$ cat src/spc_pkg.sv
// ---------------------------------------------------------------------------
// spc_pkg
// Shared constants, types and the arctangent table of the scan gate.
// ---------------------------------------------------------------------------
package spc_pkg;

	// Sizing of the beam counter and the rotator.
	localparam int MAX_BEAMS     = 4096;
	localparam int CORDIC_STAGES = 16;
	localparam int TABLE_LEN     = 24;
	localparam int STAGES        = (CORDIC_STAGES > TABLE_LEN) ? TABLE_LEN : CORDIC_STAGES;
	localparam int BEAM_W        = $clog2(MAX_BEAMS);

	// Field widths.
	localparam int RANGE_W    = 16;
	localparam int ANGLE_W    = 16;
	localparam int COORD_W    = 17;
	localparam int BEAM_NUM_W = 12;

	// Datapath widths: coordinates in Q16 millimetres, angle with 2^32 units per turn.
	localparam int XY_W = 35;
	localparam int Z_W  = 34;

	// Inverse CORDIC gain in Q16.
	localparam logic [RANGE_W-1:0] INV_GAIN_Q16 = 16'd39797;

	// Queue between the front and the rotator.
	localparam int QUEUE_DEPTH = 4;
	localparam int QPTR_W      = $clog2(QUEUE_DEPTH);

	// Configuration port.
	localparam int CFG_ADDR_W = 2;
	localparam int CFG_DATA_W = 16;
	localparam logic [CFG_ADDR_W-1:0] REG_START_ANGLE = 2'd0;
	localparam logic [CFG_ADDR_W-1:0] REG_ANGLE_STEP  = 2'd1;
	localparam logic [CFG_ADDR_W-1:0] REG_MIN_RANGE   = 2'd2;
	localparam logic [CFG_ADDR_W-1:0] REG_MAX_RANGE   = 2'd3;

	// Output stream packing.
	localparam int OUT_TDATA_W = 48;
	localparam int OUT_PAD_W   = OUT_TDATA_W - 2 * COORD_W - BEAM_NUM_W;

	// One gated sample on its way to the rotator.
	typedef struct packed {
		logic [RANGE_W-1:0]    range_mm;
		logic [ANGLE_W-1:0]    angle;
		logic [BEAM_NUM_W-1:0] beam;
	} spc_item_t;

	// round(atan(2^-i) * 2^32 / (2*pi)).
	function automatic logic [Z_W-1:0] atan_entry(input int idx);
		logic [Z_W-1:0] v;
		unique case (idx)
			0:       v = Z_W'(32'h20000000);
			1:       v = Z_W'(32'h12E4051E);
			2:       v = Z_W'(32'h09FB385B);
			3:       v = Z_W'(32'h051111D4);
			4:       v = Z_W'(32'h028B0D43);
			5:       v = Z_W'(32'h0145D7E1);
			6:       v = Z_W'(32'h00A2F61E);
			7:       v = Z_W'(32'h00517C55);
			8:       v = Z_W'(32'h0028BE53);
			9:       v = Z_W'(32'h00145F2F);
			10:      v = Z_W'(32'h000A2F98);
			11:      v = Z_W'(32'h000517CC);
			12:      v = Z_W'(32'h00028BE6);
			13:      v = Z_W'(32'h000145F3);
			14:      v = Z_W'(32'h0000A2FA);
			15:      v = Z_W'(32'h0000517D);
			16:      v = Z_W'(32'h000028BE);
			17:      v = Z_W'(32'h0000145F);
			18:      v = Z_W'(32'h00000A30);
			19:      v = Z_W'(32'h00000518);
			20:      v = Z_W'(32'h0000028C);
			21:      v = Z_W'(32'h00000146);
			22:      v = Z_W'(32'h000000A3);
			23:      v = Z_W'(32'h00000051);
			default: v = '0;
		endcase
		return v;
	endfunction

endpackage

$ cat src/spc_queue.sv
// ---------------------------------------------------------------------------
// spc_queue
// Short first-in first-out queue between the front and the rotator.
// ---------------------------------------------------------------------------
module spc_queue
	import spc_pkg::*;
(
	input  logic      clk,
	input  logic      arst_n,
	input  logic      push,
	input  spc_item_t push_item,
	input  logic      pop,
	output spc_item_t pop_item,
	output logic      empty,
	output logic      full
);

	spc_item_t         mem_q [QUEUE_DEPTH];
	logic [QPTR_W-1:0] wr_ptr_q;
	logic [QPTR_W-1:0] rd_ptr_q;
	logic [QPTR_W:0]   count_q;

	logic do_push;
	logic do_pop;

	assign empty    = (count_q == '0);
	assign full     = (count_q == (QPTR_W + 1)'(QUEUE_DEPTH));
	assign do_push  = push && !full;
	assign do_pop   = pop && !empty;
	assign pop_item = mem_q[rd_ptr_q];

	// Entry storage.
	always_ff @(posedge clk) begin
		if (do_push) begin
			mem_q[wr_ptr_q] <= push_item;
		end
	end

	// Pointers and fill count.
	always_ff @(posedge clk or negedge arst_n) begin
		if (!arst_n) begin
			wr_ptr_q <= '0;
			rd_ptr_q <= '0;
			count_q  <= '0;
		end else begin
			if (do_push) begin
				wr_ptr_q <= (wr_ptr_q == QPTR_W'(QUEUE_DEPTH - 1)) ? '0 : wr_ptr_q + 1'b1;
			end
			if (do_pop) begin
				rd_ptr_q <= (rd_ptr_q == QPTR_W'(QUEUE_DEPTH - 1)) ? '0 : rd_ptr_q + 1'b1;
			end
			if (do_push && !do_pop) begin
				count_q <= count_q + 1'b1;
			end else if (do_pop && !do_push) begin
				count_q <= count_q - 1'b1;
			end
		end
	end

endmodule

$ cat config.mk
export PLATFORM = sky130hd
export DESIGN_NAME = spc_queue
export DESIGN_NICKNAME = d
export VERILOG_FILES = /design/src/spc_pkg.sv /design/src/spc_queue.sv
export SDC_FILE = /design/constraint.sdc
export NUM_CORES = 1
export LEC_CHECK = 0
export BUFFER_PORTS_ARGS = -buffer_cell sky130_fd_sc_hd__buf_2
export CORE_ASPECT_RATIO = 0.8
export CORE_UTILIZATION = 40
export DETAILED_ROUTE_END_ITERATION = 8
export SYNTH_ARGS = -nofsm -noshare
export SYNTH_HDL_FRONTEND = slang
export SYNTH_SLANG_ARGS = --single-unit
$ cat constraint.sdc
create_clock -name clk -period 4.1 [get_ports clk]
set_clock_uncertainty 0.05 [all_clocks]
set_input_delay 0.82 -clock clk [delete_from_list [all_inputs] [get_ports clk]]
set_output_delay 0.82 -clock clk [all_outputs]
set_load 0.02 [all_outputs]
==> results.ini <==
[timing]
fmax_mhz=325
fin_crit_sh_pct=75.0
hold_violations=0
finalCriticalPeriod_ns=3.08
drv_slew=0
slew_headroom_pct=64.0
setup-tns-final_ns=0
tightest_slew_ns=0.539
setup_viol=0
worst_slack_ns=1.02
rsz0062_at_grt=false

[cts]
h-tree-depth=4
cts_sinks=183
clk_latency_ns=0.42
cts.path.max_buffers=2
cts-resized-gates=0
path_clk_slew_ns=0.07
post_cts_buffers=0
cts_buffers=17
cts_hold_buf=0
cts_tree=done
cts_root_buf=clkbuf_16

[final_layout]
final_nets=431
area_delta_synth_final_pct=18.5
drive_above_1_share_pct=47.3
fillCellCount=1334

[placed_design]
hpwl_um=7520
place_congestion=0.700
port_buffers=93
place_ws_ns=1.42

[global_routing]
grt_pass1_vias=3280
grt_max_degree=31
grt_util_all_layers_pct=15.2
overflow=0
antenna_found_initial=2
grt_pass1_wl_um=18700

[detailed_routing]
routed_via_density=5.05
drt_iter0_drc=194
drc=0
firstDrtPassIters=5
ant_nets=0
route.vias.total=3083
avgRoutedWirePerCell_um=20.2
wl_um=12300

[logic_synthesis]
ys_ff_latch=183
synth_area_um2=6850
synth_cell_types=22
syn_inst=267
synth_nets=322
ys_warn_count=0
synth.avg_cell_area_um2=25.7
seq_area_frac_synth_pct=79.7

[floorplanning]
core-area_um2=16700
die_h_um=119
io_pins=94
die_w_um=148
dieArea_um2=17700
initial_core_util_pct=41.1
rows=42

[outcome]
status=complete, no violations

[setup_path]
cp.arrival_ns=2.21
cp_max_fo=29
critPathCaptureType=output pin
crit_type=reg -> out
ff2ff_path_depth=4
crit_path_start_kind=flop
cp.required_ns=3.23

[power_and_ir_drop]
ir_drop_uv=369
leakage_nw=2.78
p_per_area_nw_per_um2=746

[job]
maxCapViolations=0

[worst_hold_path]
hp-class=in -> async

kinds of logic after synthesis:
group / after synthesis / share of synthesized area, %
flip-flops: 183 / 79.7
multiplexers: 48 / 15.2
AND/OR/NAND/NOR: 11 / 1.11
adder cells (fa/ha/maj): 7 / 1.39
AO/OA/AOI/OAI: 2 / 0.292
XOR/XNOR: 3 / 0.384
buffers and inverters: 13 / 1.86
cells in the final DEF (no fill, tap or decap):
cell / n
a21o_1: 1
and2_2: 3
buf_12: 1
buf_2: 93
buf_4: 6
bufinv_16: 1
clkbuf_1: 2
clkbuf_16: 17
clkinv_1: 2
clkinv_4: 3
clkinvlp_4: 4
dfrtp_1: 5
dfrtp_2: 1
dfrtp_4: 1
diode_2: 1
edfxtp_1: 176
fa_1: 1
ha_1: 6
inv_1: 3
inv_6: 2
inv_8: 1
mux2_1: 1
mux2_2: 1
mux2_4: 2
mux4_2: 44
nand2_1: 1
nor2_1: 2
nor2_4: 1
nor2b_4: 1
nor3_1: 2
nor3b_4: 1
o31ai_2: 1
xnor2_1: 1
xor2_1: 2
final cells by class:
cell class / count / area, µm² / share of cell area, %
Antenna cell: 1 / 2.50 / 0.0308
Clock buffer: 19 / 433 / 5.34
Timing Repair Buffer: 100 / 531 / 6.54
Multi-Input combinational cell: 71 / 1270 / 15.7
Tap cell: 220 / 275 / 3.39
Inverter: 3 / 11.3 / 0.139
Sequential cell: 183 / 5470 / 67.4
Clock inverter: 13 / 123 / 1.51
synth_stat cells:
library cell	n	area, µm²
dfrtp_1	7	175
mux2_1	1	11.3
a21o_1	1	7.51
ha_1	6	75.1
nand2_1	1	3.75
xor2_1	2	17.5
nor2_1	3	11.3
mux4_2	44	991
buf_6	1	11.3
buf_2	5	25.0
and2_1	3	18.8
buf_12	4	80.1
nor3b_4	1	18.8
mux2_2	1	11.3
mux2_4	2	30.0
nor2b_4	1	13.8
xnor2_1	1	8.76
edfxtp_1	176	5290
fa_1	1	20.0
nor3_1	2	10.0
o31ai_2	1	12.5
inv_1	3	11.3
worst max-delay path: stages, from the launching register on:
cell	delay, ns
dfrtp_4	0.69
buf_12	0.32
mux4_2	0.57
buf_2	0.18
per-layer routing:
layer	global-route usage, %	share of wire (%)	vias up
met3	6.55	7.6	12
met2	22.9	48	87
li1	-	-	1354
met5	0	0.11	-
met4	5.80	1.2	2
met1	19.4	43	1628
power breakdown:
group | leakage, nW | switching [mW] | internal [mW]
sequential | 1.69 | 0.181 | 2.48
clock | 0.257 | 0.679 | 0.842
combinational | 0.829 | 1.08 | 0.790
total | 2.78 | 1.94 | 4.11
registers in the layout (all words and copies together), names as in the netlist:
| name | flops |
|---|---|
| mem_q | 176 |
| count_q | 3 |
| rd_ptr_q | 2 |
| wr_ptr_q | 2 |
final timing paths:
| check | to | slack [ns] | start |
|---|---|---|---|
| worst max register to register | mem_q[2][20] | 1.86 | count_q[0] |
| worst min-delay path | count_q[1] | 0.18 | arst_n |
| min in group clk | count_q[2] | 0.49 | count_q[2] |
| worst min register to register | count_q[2] | 0.49 | count_q[2] |
| worst max-delay path | pop_item[24] | 1.02 | rd_ptr_q[0] |
| max in group asynchronous | rd_ptr_q[0] | 3.61 | arst_n |
per-stage QoR:
stage	power [mW]	utilization, %	hold WS, ns	instances	instance area [µm²]
floorplan	4.05	-	0.451	267	6850
global placement	4.58	45.4	0.470	577	7550
detailed placement	4.63	45.4	0.483	577	7550
CTS	6.16	48.7	0.161	609	8110
global route	6.36	48.7	0.160	609	8110
finish	6.05	48.7	0.182	610	8110
Power figures use the tool's default switching activity.
