[src/spc_pkg.sv]
// ---------------------------------------------------------------------------
// spc_pkg
// Shared constants, types and the arctangent table of the scan gate.
// ---------------------------------------------------------------------------
package spc_pkg;

	// Sizing of the beam counter and the rotator.
	localparam int MAX_BEAMS     = 4096;
	localparam int CORDIC_STAGES = 16;
	localparam int TABLE_LEN     = 24;
	localparam int STAGES        = (CORDIC_STAGES > TABLE_LEN) ? TABLE_LEN : CORDIC_STAGES;
	localparam int BEAM_W        = $clog2(MAX_BEAMS);

	// Field widths.
	localparam int RANGE_W    = 16;
	localparam int ANGLE_W    = 16;
	localparam int COORD_W    = 17;
	localparam int BEAM_NUM_W = 12;

	// Datapath widths: coordinates in Q16 millimetres, angle with 2^32 units per turn.
	localparam int XY_W = 35;
	localparam int Z_W  = 34;

	// Inverse CORDIC gain in Q16.
	localparam logic [RANGE_W-1:0] INV_GAIN_Q16 = 16'd39797;

	// Queue between the front and the rotator.
	localparam int QUEUE_DEPTH = 4;
	localparam int QPTR_W      = $clog2(QUEUE_DEPTH);

	// Configuration port.
	localparam int CFG_ADDR_W = 2;
	localparam int CFG_DATA_W = 16;
	localparam logic [CFG_ADDR_W-1:0] REG_START_ANGLE = 2'd0;
	localparam logic [CFG_ADDR_W-1:0] REG_ANGLE_STEP  = 2'd1;
	localparam logic [CFG_ADDR_W-1:0] REG_MIN_RANGE   = 2'd2;
	localparam logic [CFG_ADDR_W-1:0] REG_MAX_RANGE   = 2'd3;

	// Output stream packing.
	localparam int OUT_TDATA_W = 48;
	localparam int OUT_PAD_W   = OUT_TDATA_W - 2 * COORD_W - BEAM_NUM_W;

	// One gated sample on its way to the rotator.
	typedef struct packed {
		logic [RANGE_W-1:0]    range_mm;
		logic [ANGLE_W-1:0]    angle;
		logic [BEAM_NUM_W-1:0] beam;
	} spc_item_t;

	// round(atan(2^-i) * 2^32 / (2*pi)).
	function automatic logic [Z_W-1:0] atan_entry(input int idx);
		logic [Z_W-1:0] v;
		unique case (idx)
			0:       v = Z_W'(32'h20000000);
			1:       v = Z_W'(32'h12E4051E);
			2:       v = Z_W'(32'h09FB385B);
			3:       v = Z_W'(32'h051111D4);
			4:       v = Z_W'(32'h028B0D43);
			5:       v = Z_W'(32'h0145D7E1);
			6:       v = Z_W'(32'h00A2F61E);
			7:       v = Z_W'(32'h00517C55);
			8:       v = Z_W'(32'h0028BE53);
			9:       v = Z_W'(32'h00145F2F);
			10:      v = Z_W'(32'h000A2F98);
			11:      v = Z_W'(32'h000517CC);
			12:      v = Z_W'(32'h00028BE6);
			13:      v = Z_W'(32'h000145F3);
			14:      v = Z_W'(32'h0000A2FA);
			15:      v = Z_W'(32'h0000517D);
			16:      v = Z_W'(32'h000028BE);
			17:      v = Z_W'(32'h0000145F);
			18:      v = Z_W'(32'h00000A30);
			19:      v = Z_W'(32'h00000518);
			20:      v = Z_W'(32'h0000028C);
			21:      v = Z_W'(32'h00000146);
			22:      v = Z_W'(32'h000000A3);
			23:      v = Z_W'(32'h00000051);
			default: v = '0;
		endcase
		return v;
	endfunction

endpackage

[src/spc_front.sv]
// ---------------------------------------------------------------------------
// spc_front
// Holds the configuration registers and the beam state, takes samples and
// pushes the ones inside the range window into the queue.
// ---------------------------------------------------------------------------
module spc_front
	import spc_pkg::*;
(
	input  logic                  clk,
	input  logic                  arst_n,
	input  logic                  cfg_we,
	input  logic [CFG_ADDR_W-1:0] cfg_addr,
	input  logic [CFG_DATA_W-1:0] cfg_data,
	input  logic                  in_valid,
	output logic                  in_ready,
	input  logic [RANGE_W-1:0]    range_mm,
	input  logic                  scan_start,
	input  logic                  q_full,
	output logic                  push,
	output spc_item_t             item
);

	logic [ANGLE_W-1:0] start_angle_q;
	logic [ANGLE_W-1:0] angle_step_q;
	logic [RANGE_W-1:0] min_range_q;
	logic [RANGE_W-1:0] max_range_q;
	logic [BEAM_W-1:0]  beam_q;
	logic [ANGLE_W-1:0] angle_acc_q;

	logic               accept;
	logic               in_window;
	logic [BEAM_W-1:0]  cur_beam;
	logic [ANGLE_W-1:0] cur_acc;
	logic [BEAM_W-1:0]  next_beam;

	// Configuration writes.
	always_ff @(posedge clk or negedge arst_n) begin
		if (!arst_n) begin
			start_angle_q <= '0;
			angle_step_q  <= '0;
			min_range_q   <= '0;
			max_range_q   <= '1;
		end else if (cfg_we) begin
			unique case (cfg_addr)
				REG_START_ANGLE: start_angle_q <= cfg_data;
				REG_ANGLE_STEP:  angle_step_q  <= cfg_data;
				REG_MIN_RANGE:   min_range_q   <= cfg_data;
				REG_MAX_RANGE:   max_range_q   <= cfg_data;
			endcase
		end
	end

	// A sample is taken whenever the queue has room.
	assign in_ready = !q_full;
	assign accept   = in_valid && in_ready;

	// Beam index and accumulated angle of this sample; a scan start restarts both.
	always_comb begin
		cur_beam  = scan_start ? '0 : beam_q;
		cur_acc   = scan_start ? '0 : angle_acc_q;
		next_beam = (cur_beam == BEAM_W'(MAX_BEAMS - 1)) ? '0 : cur_beam + 1'b1;
		in_window = (range_mm >= min_range_q) && (range_mm <= max_range_q);
	end

	// Classify: only samples inside the window go on to the rotator.
	assign push          = accept && in_window;
	assign item.range_mm = range_mm;
	assign item.angle    = start_angle_q + cur_acc;
	assign item.beam     = BEAM_NUM_W'(cur_beam);

	// Every accepted sample advances the beam, gated or not.
	always_ff @(posedge clk or negedge arst_n) begin
		if (!arst_n) begin
			beam_q      <= '0;
			angle_acc_q <= '0;
		end else if (accept) begin
			beam_q      <= next_beam;
			angle_acc_q <= cur_acc + angle_step_q;
		end
	end

endmodule

[config.mk]
export PLATFORM = sky130hd
export DESIGN_NAME = spc_front
export DESIGN_NICKNAME = d
export VERILOG_FILES = /design/src/spc_pkg.sv /design/src/spc_front.sv
export SDC_FILE = /design/constraint.sdc
export NUM_CORES = 1
export LEC_CHECK = 0
export BUFFER_PORTS_ARGS = -buffer_cell sky130_fd_sc_hd__buf_2
export CORE_MARGIN = 3
export CORE_UTILIZATION = 55
export CTS_BUF_LIST = sky130_fd_sc_hd__clkbuf_8 sky130_fd_sc_hd__clkbuf_16
export DETAILED_ROUTE_END_ITERATION = 10
export PLACE_DENSITY_LB_ADDON = 0.3
export SETUP_SLACK_MARGIN = 0.5
export SYNTH_ARGS = -nofsm -noshare
export SYNTH_HDL_FRONTEND = slang
export SYNTH_SLANG_ARGS = --single-unit
export TNS_END_PERCENT = 20
[constraint.sdc]
create_clock -name clk -period 6.1 [get_ports clk]
set_input_delay 0.305 -clock clk [delete_from_list [all_inputs] [get_ports clk]]
set_output_delay 0.305 -clock clk [all_outputs]
set_load 0.02 [all_outputs]
==> flow_summary.json <==
{
  "finClkSkew_ns": 0.006394,
  "grt_pass1_wl_mm": 22.70,
  "synth_ff_type": "dfrtp_1",
  "start_util_pct": 56.62,
  "ios": 86,
  "path_delay_family": "compound AO/OA/AOI/OAI gates",
  "cts_tree": "yes",
  "min_delay_worst_endpoint": "max_range_q[0]",
  "worst_hold_path_type": "in -> reg",
  "track_usage_pct": 22.02,
  "cts_made_buffers": 9,
  "outcome": "completed",
  "cts_root_buffer": "clkbuf_16",
  "path_cells": "buf_2, nor2b_1, ha_1, fa_1, a211oi_1, nor2_1, o21ai_0, o21bai_1, a31o_2, xor2_1, buf_2",
  "worst_ep_arrival_time_ns": 3.44,
  "vias_per_cell": 5.793,
  "chipWidth_um": 112.1,
  "synth.yosys.warnings": 0,
  "syn_inst": 615,
  "grt_max_degree": 49,
  "fin_setup_tns_ns": 0,
  "cts.path.max_buffers": 2,
  "rrSetupSlack_ns": 3.37,
  "drv_slew": 0,
  "leakagePower_nw": 3.387,
  "power.total_mw": 2.586,
  "critPathMaxFanout": 37,
  "worst_slew_pin_slew_ns": 0.8528,
  "port_buffers": 85,
  "vias": 4808,
  "die_y_um": 112.1,
  "post_synth_most_frequent_cells": "dfrtp_1 (76), mux2_2 (64), ha_1 (63)",
  "final_core_util_pct": 63.81,
  "cp_slowest_stage_delay_ns": 0.53,
  "dp_cells": 813,
  "critPathBufInv": 2,
  "yosysMostFrequentCell": "dfrtp_1",
  "start_kind": "input port",
  "num_rows": 38,
  "crit_type": "in -> out",
  "globalplace.congestion": 0.9129,
  "synthArstFlopShare_pct": 100.0,
  "clkSinkCount": 92,
  "r2r_cells": 9,
  "synth_nets": 720,
  "reg2reg_to": "angle_acc_q[14]",
  "ir_drop_mv": 0.2705,
  "path_clk_slew_ns": 0.07,
  "worstPathRequired_ns": 5.79,
  "timing.fmax_ghz": 0.2667,
  "yosys.area.top_type": "dfrtp_1",
  "synth.avg_cell_area_um2": 10.07,
  "netlist_area_um2": 6192,
  "first_pass_iters": 5,
  "wl_per_cell_um": 16.60,
  "power_density_nw_per_um2": 370.5,
  "areaGrowthSynthToFinish_pct": 12.69,
  "antenna_found_initial": 0,
  "netlist_top_cells_area": "dfrtp_1 (31%), ha_1 (13%), mux2_2 (12%)",
  "setup.worst_path.end_class": "output port",
  "routed_wl_mm": 13.78,
  "grt_pass1_vias": 4724,
  "timing.hold.ws_ns": 0.2473,
  "drc": 0,
  "holdPathStages": 2,
  "ys_seq_area_share_pct": 37.50,
  "hold_violations": 0,
  "min_from": "cfg_data[0]",
  "synth-seq-cells": 92,
  "layout-drive-gt1-share_pct": 28.70,
  "cpMostUsedCell": "buf_2",
  "cp_slowest_cell": "buf_2",
  "setup_violations": 0,
  "num_antenna_cells": 0,
  "max_cap_viol_count": 0,
  "die_area_um2": 12570,
  "period_needed_ns": 3.750,
  "worstReg2RegStart": "angle_acc_q[0]",
  "synth_top_area_share_pct": 30.71,
  "worstSkewPairLatency_ns": 0.34,
  "drt-initial-drc-count": 310,
  "layout.nets": 790,
  "post-route-period-util_pct": 61.47,
  "hpwlAfterDp_mm": 10.48,
  "ant_nets": 0,
  "rsz0062_at_grt": "false",
  "synth.distinct_cells": 56,
  "synth_edf_count": 0,
  "relSlewSlack_pct": 42.99,
  "coreArea_um2": 10940,
  "stdcell_count": 830,
  "htreeDepth": 3,
  "grt.overflow.total": 0
}
-- cell type report --
class	count	area (um2)
repair buffers	91	475.5
well taps	140	175.2
fillers	928	3958
clock inverters	7	107.6
flip-flops and latches	92	2322
inverters	41	153.9
clock buffers	9	225.2
multi-input cells	450	3518
-- state kept, by name, summed over array words and instances (netlist names) --
signal,cells
angle_acc_q,16
angle_step_q,16
max_range_q,16
min_range_q,16
start_angle_q,16
beam_q,12
-- worst max path at each step --
| stage | from | slack, ns | to | depth (start not counted) |
|---|---|---|---|---|
| 4_1_cts | scan_start | 2.44 | item[26] | 11 |
| 3_5_place_dp | scan_start | 2.45 | item[26] | 11 |
| 2_1_floorplan | scan_start | 2.83 | item[26] | 11 |
| 5_1_grt | scan_start | 2.14 | item[26] | 11 |
| 6_report | scan_start | 2.35 | item[26] | 11 |
| 3_3_place_gp | scan_start | 2.63 | item[26] | 11 |
-- cells in the final DEF, fill, tap and decap left out, types with 16 or more instances in the layout --
cell and instances:
buf_2 84, nand2_1 42, o21ai_0 38, dfstp_2 16, nor2_1 25, dfrtp_1 76
inv_1 41, nor2b_1 31, a21oi_1 31, ha_1 63, mux2_2 64, a21o_1 23
-- power by group --
group          switching [mW]  internal, mW
clock                   0.251         0.367
combinational           0.654         0.477
sequential             0.0803         0.757
-- layer usage --
layer  global-route usage (%)  vias up  wire length (um)
li1                         -     2327                 -
met1                    29.27     2342              6240
met2                    36.31      115              6756
met3                    4.528       24               537
met4                    7.051        0               244
met5                        0        -                 0
-- kinds of logic (layout without fill, tap and decap cells) --
kind of cell,Yosys count,count (layout),synth area share (%)
AOI/OAI and AO/OA,144,144,15.24
buffers and inverters,73,148,5.678
muxes,64,64,11.64
adders and majority gates,65,65,13.38
DFF,92,92,37.50
and+or+nand+nor,148,148,12.47
xor gates and xnor gates,29,29,4.102
-- metrics by stage --
stage               area, um2  setup WS (ns)
floorplan                6192          2.829
global placement         6635          2.627
detailed placement       6635          2.448
CTS                      6978          2.437
finish                   6978          2.350
global route             6978          2.143
-- worst register-to-register path, cell delays in order (launching register included) --
cell      delay, ns
dfrtp_1        0.37
nor2b_1        0.16
ha_1           0.28
fa_1           0.46
a211oi_2       0.30
o21bai_1       0.13
a21oi_2        0.25
o31ai_2        0.12
a211o_1        0.26
a221o_1        0.29
-- what timing repair did --
action                    CTS  global route
hold buffers                1             0
gates resized for setup     0             0
setup buffers               0             0
hold endpoints to repair   31             0
Note: power is estimated with default switching activity, not from simulation.
